`config.mk`:
```
export PLATFORM = sky130hd
export DESIGN_NAME = rgb_ycbcr_color_converter_unit
export DESIGN_NICKNAME = d
export VERILOG_FILES = /design/src/rtl/rycc_pkg.sv /design/src/rtl/rycc_chan.sv /design/src/rtl/rgb_ycbcr_color_converter_unit.sv
export SDC_FILE = /design/constraint.sdc
export NUM_CORES = 1
export LEC_CHECK = 0
export ABC_AREA = 0
export BUFFER_PORTS_ARGS = -buffer_cell sky130_fd_sc_hd__buf_4
export CAP_MARGIN = 10
export CORE_MARGIN = 4
export CORE_UTILIZATION = 41
export CTS_CLUSTER_DIAMETER = 40
export DETAILED_ROUTE_END_ITERATION = 10
export GPL_ROUTABILITY_DRIVEN = 0
export HOLD_SLACK_MARGIN = 0.08
export MAX_ROUTING_LAYER = met4
export SETUP_SLACK_MARGIN = 0.05
export SLEW_MARGIN = 10
export SYNTH_ARGS = -nofsm -noshare
export SYNTH_HDL_FRONTEND = slang
export SYNTH_SLANG_ARGS = --single-unit
```
`constraint.sdc`:
```
create_clock -name clk -period 21.2 [get_ports clk]
set_clock_uncertainty 0.2 [all_clocks]
set_input_delay 1.06 -clock clk [delete_from_list [all_inputs] [get_ports clk]]
set_output_delay 1.06 -clock clk [all_outputs]
set_load 0.01 [all_outputs]
```
`src/rtl/rycc_pkg.sv`:
```
// Shared widths, direction codes and conversion coefficients for the color converter.
`default_nettype none

package rycc_pkg;

	localparam int PIX_W  = 8;
	localparam int OPD_W  = PIX_W + 1;
	localparam int COEF_W = 18;
	localparam int FRAC_W = 16;
	localparam int SUM_W  = 27;
	localparam int NCH    = 3;
	localparam int TDATA_W = NCH * PIX_W;

	typedef enum logic {
		DIR_FWD = 1'b0,
		DIR_INV = 1'b1
	} dir_t;

	typedef logic [PIX_W-1:0] pix_t;
	typedef logic signed [OPD_W-1:0] opd_t;
	typedef logic signed [COEF_W-1:0] coef_t;
	typedef logic signed [SUM_W-1:0] sum_t;

	localparam opd_t CHROMA_OFF = 9'sd128;

	// Rows are output channels, columns the three operands, 16 fractional bits.
	localparam coef_t FWD_COEF [NCH][NCH] = '{
		'{ 18'sd19595,  18'sd38470,  18'sd7471 },
		'{-18'sd11010, -18'sd21692,  18'sd32768},
		'{ 18'sd32768, -18'sd27440, -18'sd5328 }
	};
	localparam coef_t INV_COEF [NCH][NCH] = '{
		'{ 18'sd65536,  18'sd0,      18'sd91881},
		'{ 18'sd65536, -18'sd22553, -18'sd46802},
		'{ 18'sd65536,  18'sd116130, 18'sd0    }
	};

	// Constant terms include the rounding half; forward chroma adds the 128 offset.
	localparam sum_t HALF_LSB = 27'sd32768;
	localparam sum_t FWD_BIAS [NCH] = '{
		27'sd32768,
		27'sd8421376,
		27'sd8421376
	};
	localparam sum_t INV_BIAS [NCH] = '{
		27'sd32768,
		27'sd32768,
		27'sd32768
	};

endpackage

`default_nettype wire

```
`src/rtl/rycc_chan.sv`:
```
// One output channel: three products, a sum with bias, rounding shift and clamp to 0..255.
`default_nettype none

module rycc_chan (
	input  wire rycc_pkg::opd_t  opd_a,
	input  wire rycc_pkg::opd_t  opd_b,
	input  wire rycc_pkg::opd_t  opd_c,
	input  wire rycc_pkg::coef_t coef_a,
	input  wire rycc_pkg::coef_t coef_b,
	input  wire rycc_pkg::coef_t coef_c,
	input  wire rycc_pkg::sum_t  bias,
	output rycc_pkg::pix_t       result
);

	rycc_pkg::sum_t prod_a;
	rycc_pkg::sum_t prod_b;
	rycc_pkg::sum_t prod_c;
	rycc_pkg::sum_t sum;

	assign prod_a = rycc_pkg::SUM_W'(opd_a) * rycc_pkg::SUM_W'(coef_a);
	assign prod_b = rycc_pkg::SUM_W'(opd_b) * rycc_pkg::SUM_W'(coef_b);
	assign prod_c = rycc_pkg::SUM_W'(opd_c) * rycc_pkg::SUM_W'(coef_c);
	assign sum    = prod_a + prod_b + prod_c + bias;

	// The sum already carries the rounding half, so a plain shift finishes the rounding.
	always_comb begin
		if (sum[rycc_pkg::SUM_W-1]) begin
			result = '0;
		end else if (|sum[rycc_pkg::SUM_W-2:rycc_pkg::FRAC_W+rycc_pkg::PIX_W]) begin
			result = '1;
		end else begin
			result = sum[rycc_pkg::FRAC_W+rycc_pkg::PIX_W-1:rycc_pkg::FRAC_W];
		end
	end

endmodule

`default_nettype wire

```
`src/rtl/rgb_ycbcr_color_converter_unit.sv`:
```
// RGB to full-range YCbCr converter and back, one 8-bit three-channel pixel per word.
// Path: a word is taken into the input register, then into the result register, from which it is offered.
// Throughput: one word per cycle while the output is not stalled; an input register and a result register hold one
// word each, and the arithmetic of all three channels sits between them.
// Reset: arst_n clears the valid flags and sets the direction to RGB to YCbCr.
`default_nettype none

module rgb_ycbcr_color_converter_unit (
	input  wire        clk,
	input  wire        arst_n,
	input  wire        cfg_valid,
	output logic       cfg_ready,
	input  wire  [0:0] cfg_data,       // direction: 0 RGB to YCbCr, 1 YCbCr to RGB
	input  wire        s_axis_tvalid,
	output logic       s_axis_tready,
	input  wire [23:0] s_axis_tdata,   // in_c0 [7:0], in_c1 [15:8], in_c2 [23:16]
	output logic       m_axis_tvalid,
	input  wire        m_axis_tready,
	output logic [23:0] m_axis_tdata   // out_c0 [7:0], out_c1 [15:8], out_c2 [23:16]
);

	rycc_pkg::dir_t direction_q;
	rycc_pkg::dir_t dir_s1;
	logic           valid_s1;
	logic           valid_s2;
	logic           ready_s1;
	logic           ready_s2;
	rycc_pkg::pix_t px_s1  [rycc_pkg::NCH];
	rycc_pkg::pix_t res_s2 [rycc_pkg::NCH];
	rycc_pkg::pix_t res    [rycc_pkg::NCH];
	rycc_pkg::opd_t opd    [rycc_pkg::NCH];
	rycc_pkg::coef_t coef  [rycc_pkg::NCH][rycc_pkg::NCH];
	rycc_pkg::sum_t  bias  [rycc_pkg::NCH];

	assign cfg_ready = 1'b1;

	always_ff @(posedge clk or negedge arst_n) begin
		if (!arst_n) begin
			direction_q <= rycc_pkg::DIR_FWD;
		end else if (cfg_valid) begin
			direction_q <= rycc_pkg::dir_t'(cfg_data[0]);
		end
	end

	assign ready_s2      = !valid_s2 || m_axis_tready;
	assign ready_s1      = !valid_s1 || ready_s2;
	assign s_axis_tready = ready_s1;

	always_ff @(posedge clk or negedge arst_n) begin
		if (!arst_n) begin
			valid_s1 <= 1'b0;
			valid_s2 <= 1'b0;
		end else begin
			if (ready_s1) begin
				valid_s1 <= s_axis_tvalid;
			end
			if (ready_s2) begin
				valid_s2 <= valid_s1;
			end
		end
	end

	always_ff @(posedge clk) begin
		if (ready_s1 && s_axis_tvalid) begin
			dir_s1 <= direction_q;
			for (int ch = 0; ch < rycc_pkg::NCH; ch++) begin
				px_s1[ch] <= s_axis_tdata[ch*rycc_pkg::PIX_W +: rycc_pkg::PIX_W];
			end
		end
		if (ready_s2 && valid_s1) begin
			for (int ch = 0; ch < rycc_pkg::NCH; ch++) begin
				res_s2[ch] <= res[ch];
			end
		end
	end

	// In the inverse direction the two chroma operands are centered on zero.
	always_comb begin
		for (int ch = 0; ch < rycc_pkg::NCH; ch++) begin
			if (dir_s1 == rycc_pkg::DIR_INV && ch != 0) begin
				opd[ch] = rycc_pkg::opd_t'({1'b0, px_s1[ch]}) - rycc_pkg::CHROMA_OFF;
			end else begin
				opd[ch] = rycc_pkg::opd_t'({1'b0, px_s1[ch]});
			end
			for (int k = 0; k < rycc_pkg::NCH; k++) begin
				coef[ch][k] = (dir_s1 == rycc_pkg::DIR_INV) ? rycc_pkg::INV_COEF[ch][k]
				                                            : rycc_pkg::FWD_COEF[ch][k];
			end
			bias[ch] = (dir_s1 == rycc_pkg::DIR_INV) ? rycc_pkg::INV_BIAS[ch]
			                                         : rycc_pkg::FWD_BIAS[ch];
		end
	end

	for (genvar g = 0; g < rycc_pkg::NCH; g++) begin : g_chan
		rycc_chan u_chan (
			.opd_a  (opd[0]),
			.opd_b  (opd[1]),
			.opd_c  (opd[2]),
			.coef_a (coef[g][0]),
			.coef_b (coef[g][1]),
			.coef_c (coef[g][2]),
			.bias   (bias[g]),
			.result (res[g])
		);
	end

	assign m_axis_tvalid = valid_s2;

	always_comb begin
		for (int ch = 0; ch < rycc_pkg::NCH; ch++) begin
			m_axis_tdata[ch*rycc_pkg::PIX_W +: rycc_pkg::PIX_W] = res_s2[ch];
		end
	end

endmodule

`default_nettype wire

```
# Word level (Yosys, flattened, before mapping)
# Memories as Yosys holds them, arrays and structs flattened.
# Cells that the tools add are included.
[op_classes]
multipliers = 9
reduce_logical = 9
n_mux = 22
addsub = 11
[op_table]
columns = ["cell", "n"]
rows = [
  ["$add A27 B27 Y27", 6],
  ["$mul A9 B18 Y27", 5],
  ["$mux W18", 4],
  ["$add A27 B25 Y27", 2],
  ["$mux W17", 3],
  ["$mul A8 B17 Y25", 2],
  ["$mux W8", 6],
  ["$add A27 B17 Y27 const B", 1],
  ["$mul A9 B17 Y26", 1],
  ["$mul A9 B16 Y25", 1],
  ["$mux W24", 1],
  ["$mux W9", 2],
  ["$sub A8 B8 Y9 const B", 2],
  ["$mux W16", 1],
  ["$mux W12", 1],
  ["$reduce_or A2 Y1", 3],
  ["$mux W1", 4],
  ["$logic_and A1 B1 Y1", 2],
  ["$logic_not A1 Y1", 2],
  ["$logic_or A1 B1 Y1", 2],
]
[totals]
reg_bits = 4
out_inout_bits = 27
ramBits = 48
inputBits = 30
memories = 2
[memory_table]
columns = ["memory", "depth", "width", "rd", "rd_ports_with_merged_regs", "wr", "line", "source"]
rows = [
  ["px_s1", 3, 8, 3, 0, 3, "rgb_ycbcr_color_converter_unit.sv:28", "rycc_pkg::pix_t px_s1 [rycc_pkg::NCH];"],
  ["res_s2", 3, 8, 3, 0, 3, "rgb_ycbcr_color_converter_unit.sv:29", "rycc_pkg::pix_t res_s2 [rycc_pkg::NCH];"],
]

# Longest topological paths before layout
# An unclocked memory read counts as a cell.
[depth]
depth_word = 10
ltp_mapped = 42
ltp_nobuf = 39

# Hierarchy
# Synthesis repeated with hierarchy kept, for this count alone.
[unflattened]
hier_cells = 5329
area_unflattened_um2 = 52093.7
[by_module_without_submodules]
columns = ["mod", "n_inst", "area_each_um2", "cells_per_inst", "seq_area_each_um2"]
rows = [
  ["rycc_chan (g_chan[0].u_chan ...)", 2, 16793.6, 1750, 0.0],
  ["rycc_chan (g_chan[2].u_chan)", 1, 16836.1, 1760, 0.0],
  ["rgb_ycbcr_color_converter_unit", 1, 1670.4, 69, 1546.5],
]

# Worst setup path after synthesis
# OpenSTA, ideal clock, no wires.
[synth_path]
path_type = "reg2reg"
start = "register dir_s1"
end = "memory res_s2[0][10] (netlist name) (data pin)"
period_less_slack_ns = 10.317
setup_ns = 0.254
arrival_time_ns = 9.862
required_time_ns = 20.746
path_slack_ns = 10.883
path_stages_with_launch = 39
path_cell_list = "edfxtp_1 > buf_6 > clkbuf_1 > clkbuf_1 > nand2_1 > inv_1 > fa_1 > fa_1 > inv_1 > fa_1 > fa_1 > fa_1 > inv_1 > ha_1 > inv_1 > o21bai_1 > a21oi_1 > o21ai_0 > [... 3 more ...] > fa_1 > inv_1 > fa_1 > inv_1 > fa_1 > inv_1 > fa_1 > ha_1 > ha_1 > a22oi_1 > nand2_1 > or2_2 > o221a_2 > a311o_1 > a31o_1 > a21oi_2 > xnor2_2 > o21a_1"
[synth_rtl]
columns = ["element", "line", "source"]
rows = [
  ["from (decl)", "rgb_ycbcr_color_converter_unit.sv:23", "rycc_pkg::dir_t dir_s1;"],
  ["from (signal assigned)", "rgb_ycbcr_color_converter_unit.sv:65", "dir_s1 <= direction_q;"],
  ["to (decl)", "rgb_ycbcr_color_converter_unit.sv:29", ""],
]

==> results.py <==
metrics = {
    "clock_tree": {
        "path_clk_slew_ps": 100,
        "cts.sinks": 52,
        "worstSkewPairLatency_ps": 360,
        "cts_tree": "done",
        "ctsRootBufferMaster": "clkbuf_16",
        "clockBufferDepth": 2,
        "cts_setup_buffers": 0,
        "cts_buffers": 5,
        "cts_hold_buf": 0,
        "htreeDepth": 2,
        "post_cts_resized": 0,
    },
    "synth": {
        "synth_flop_cell": "edfxtp_1",
        "yosysWarnings": 0,
        "postSynthCellCount": 2688,
        "synth_commonest_cells": "inv_1, ha_1, fa_1, nand2_1, xnor2_1",
        "yosysMostFrequentCell": "inv_1",
        "synth.cell_area_um2": 27600,
        "yosys.area.top_type": "fa_1",
        "yosys.cell_types.count": 78,
        "avgSynthCellArea_um2": 10.3,
        "synth.top_cell.area_share_pct": 41.3,
        "ys_seq_area_share_pct": 5.60,
        "async_reset_ff_share_pct": 5.77,
        "synth_area_leaders": "fa_1, ha_1, inv_1",
        "synth_edf_count": 49,
        "synth_seq_cells": 52,
    },
    "global_route": {
        "grtUsageMet2_pct": 34.7,
        "grt_max_degree": 43,
        "track_usage_pct": 22.3,
        "grt_pass1_wl_um": 117000,
        "busiest_layer": "met2",
        "grt_pass1_vias": 20400,
        "overflow": 0,
        "grt_antenna_before_repair": 2,
        "met1_usage_pct": 29.2,
        "grtUsageMet3_pct": 4.21,
    },
    "timing": {
        "max_freq_mhz": 88.5,
        "tightest_slew_ps": 946,
        "setup_violations": 0,
        "relSlewSlack_pct": 36.9,
        "hold_viol_final": 0,
        "min_period_ps": 11290,
        "rsz0062_at_grt": "false",
        "slew_viol_final": 0,
        "fin_tns_setup_ps": 0,
        "fin_crit_sh_pct": 53.3,
    },
    "floorplan": {
        "ioPinCount": 57,
        "coreArea_um2": 66200,
        "num_rows": 94,
        "die-area_um2": 71600,
        "start_util_pct": 41.7,
        "die_x_um": 267,
        "die_y_um": 267,
    },
    "routing": {
        "vias_per_cell": 5.08,
        "vias": 18500,
        "drtIter0Drc": 1114,
        "route.detailed.drc": 0,
        "postRouteAntennaNets": 0,
        "firstDrtPassIters": 5,
        "routedWlPerCell_um": 20.3,
        "wirelength_um": 74000,
    },
    "placed_design": {
        "io_buffers": 55,
        "dpl.hpwl_um": 65600,
    },
    "critical_path": {
        "arrival_ps": 11220,
        "cp-end-kind": "flop",
        "cp.required_ps": 21130,
        "slowest_stage": "nor2_1",
        "cp_max_fo": 18,
        "crit_type": "reg2reg",
        "crit_path_start_kind": "flop",
        "path_common_cell": "fa_1",
        "max_stage_delay_ps": 800,
        "rrSetupSlack_ps": 9910,
    },
    "flow_run": {
        "maxCapViolCount": 0,
    },
    "hold_path": {
        "min_path_type": "in2async",
    },
    "cells_and_area": {
        "syn_to_final_growth_pct": 6.55,
        "num-nets-final": 3956,
        "n_fill_cell": 6289,
        "drive_gt1_share_pct": 4.86,
    },
    "status": {
        "outcome": "complete, no violations",
    },
}
## layout by cell type (no fill, tap or decap), types with 4 or more instances in the layout
cell type | synthesis | final
a21oi_1 | 70 | 70
nand2_1 | 90 | 90
or2_2 | 19 | 19
ha_1 | 581 | 581
inv_1 | 815 | 815
nor2b_1 | 10 | 10
nor3_1 | 20 | 20
nor2_1 | 74 | 73
o21a_1 | 44 | 44
a31oi_1 | 4 | 4
fa_1 | 570 | 570
nand4_1 | 6 | 6
and3_1 | 10 | 10
clkbuf_16 | 0 | 5
nand3_1 | 15 | 15
o21ai_0 | 29 | 29
a21o_1 | 28 | 28
a21oi_2 | 5 | 5
conb_1 | 2 | 22
edfxtp_1 | 49 | 49
and2_1 | 9 | 8
a211oi_1 | 4 | 4
o21bai_1 | 9 | 9
buf_4 | 1 | 74
nand2b_1 | 19 | 19
or3_1 | 5 | 5
xor2_1 | 37 | 37
xnor2_1 | 78 | 78
## final timing paths
| check | startpoint | end | depth (start not counted) |
|---|---|---|---|
| max | px_s1[0][15]$_DFFE_PP_ | res_s2[0][10]$_SDFFCE_PP0P_ | 36 |
| min | arst_n | direction_q$_DFFE_PN0P_ | 1 |
| max reg2reg | px_s1[0][15]$_DFFE_PP_ | res_s2[0][10]$_SDFFCE_PP0P_ | 36 |
| min reg2reg | valid_s1$_DFFE_PN0N_ | m_axis_tvalid$_DFFE_PN0P_ | 1 |
| max in group asynchronous | arst_n | m_axis_tvalid$_DFFE_PN0P_ | 1 |
| min in group clk | valid_s1$_DFFE_PN0N_ | m_axis_tvalid$_DFFE_PN0P_ | 1 |
## flip-flops by register name (all words and copies together) (netlist names)
name,cells
px_s1,24
res_s2,24
dir_s1,1
direction_q,1
m_axis_tvalid,1
valid_s1,1
## logic make-up after synthesis
kind of cell	count (synthesis)	synth area share, %
other	2	0.0272
DFF	52	5.60
AOI/OAI and AO/OA	239	6.23
buffers and inverters	832	11.4
and+or+nand+nor	293	5.18
adders and majority gates	1151	67.7
xor gates and xnor gates	118	3.91
muxes	1	0.0408
## critical path: cells and delay by family (launching register included)
family,cells,cell delay (ps)
flops,1,470
compound gates,11,2410
simple gates,5,1190
fa+ha+maj,12,5660
buf+inv,6,770
xor+xnor,2,350
## layout make-up
cell class	count	area [µm²]	area share [%]
inverters	818	3070	10.4
multi-input cells	1824	23000	78.2
well taps	864	1080	3.67
clock buffers	5	125	0.425
repair buffers	74	556	1.89
clock inverters	3	28.8	0.0978
diodes	1	2.50	0.00851
flip-flops and latches	52	1550	5.26
## metal layers
| metal | share of wire (%) | wire, µm | vias up |
|---|---|---|---|
| met4 | 4.9 | 3640 | 0 |
| li1 | - | - | 8434 |
| met5 | 0 | 0 | - |
| met1 | 43 | 31600 | 9362 |
| met3 | 6.8 | 5000 | 135 |
| met2 | 46 | 33800 | 557 |
## metrics by stage
| stage | setup slack, ps | instances | hold WS, ps | utilization (%) | instance area, µm² |
|---|---|---|---|---|---|
| global route | 9300 | 3641 | 276 | 44.4 | 29400 |
| CTS | 10000 | 3640 | 265 | 44.4 | 29400 |
| detailed placement | 10040 | 3632 | 274 | 44.2 | 29300 |
| floorplan | 10880 | 2708 | 221 | - | 27700 |
| finish | 9910 | 3641 | 274 | 44.4 | 29400 |
| global placement | 10260 | 3632 | 261 | 44.2 | 29300 |
Power is left out: the tool's default activity adds up to more than one toggle a clock period on the data nets, which glitch-free logic cannot reach.
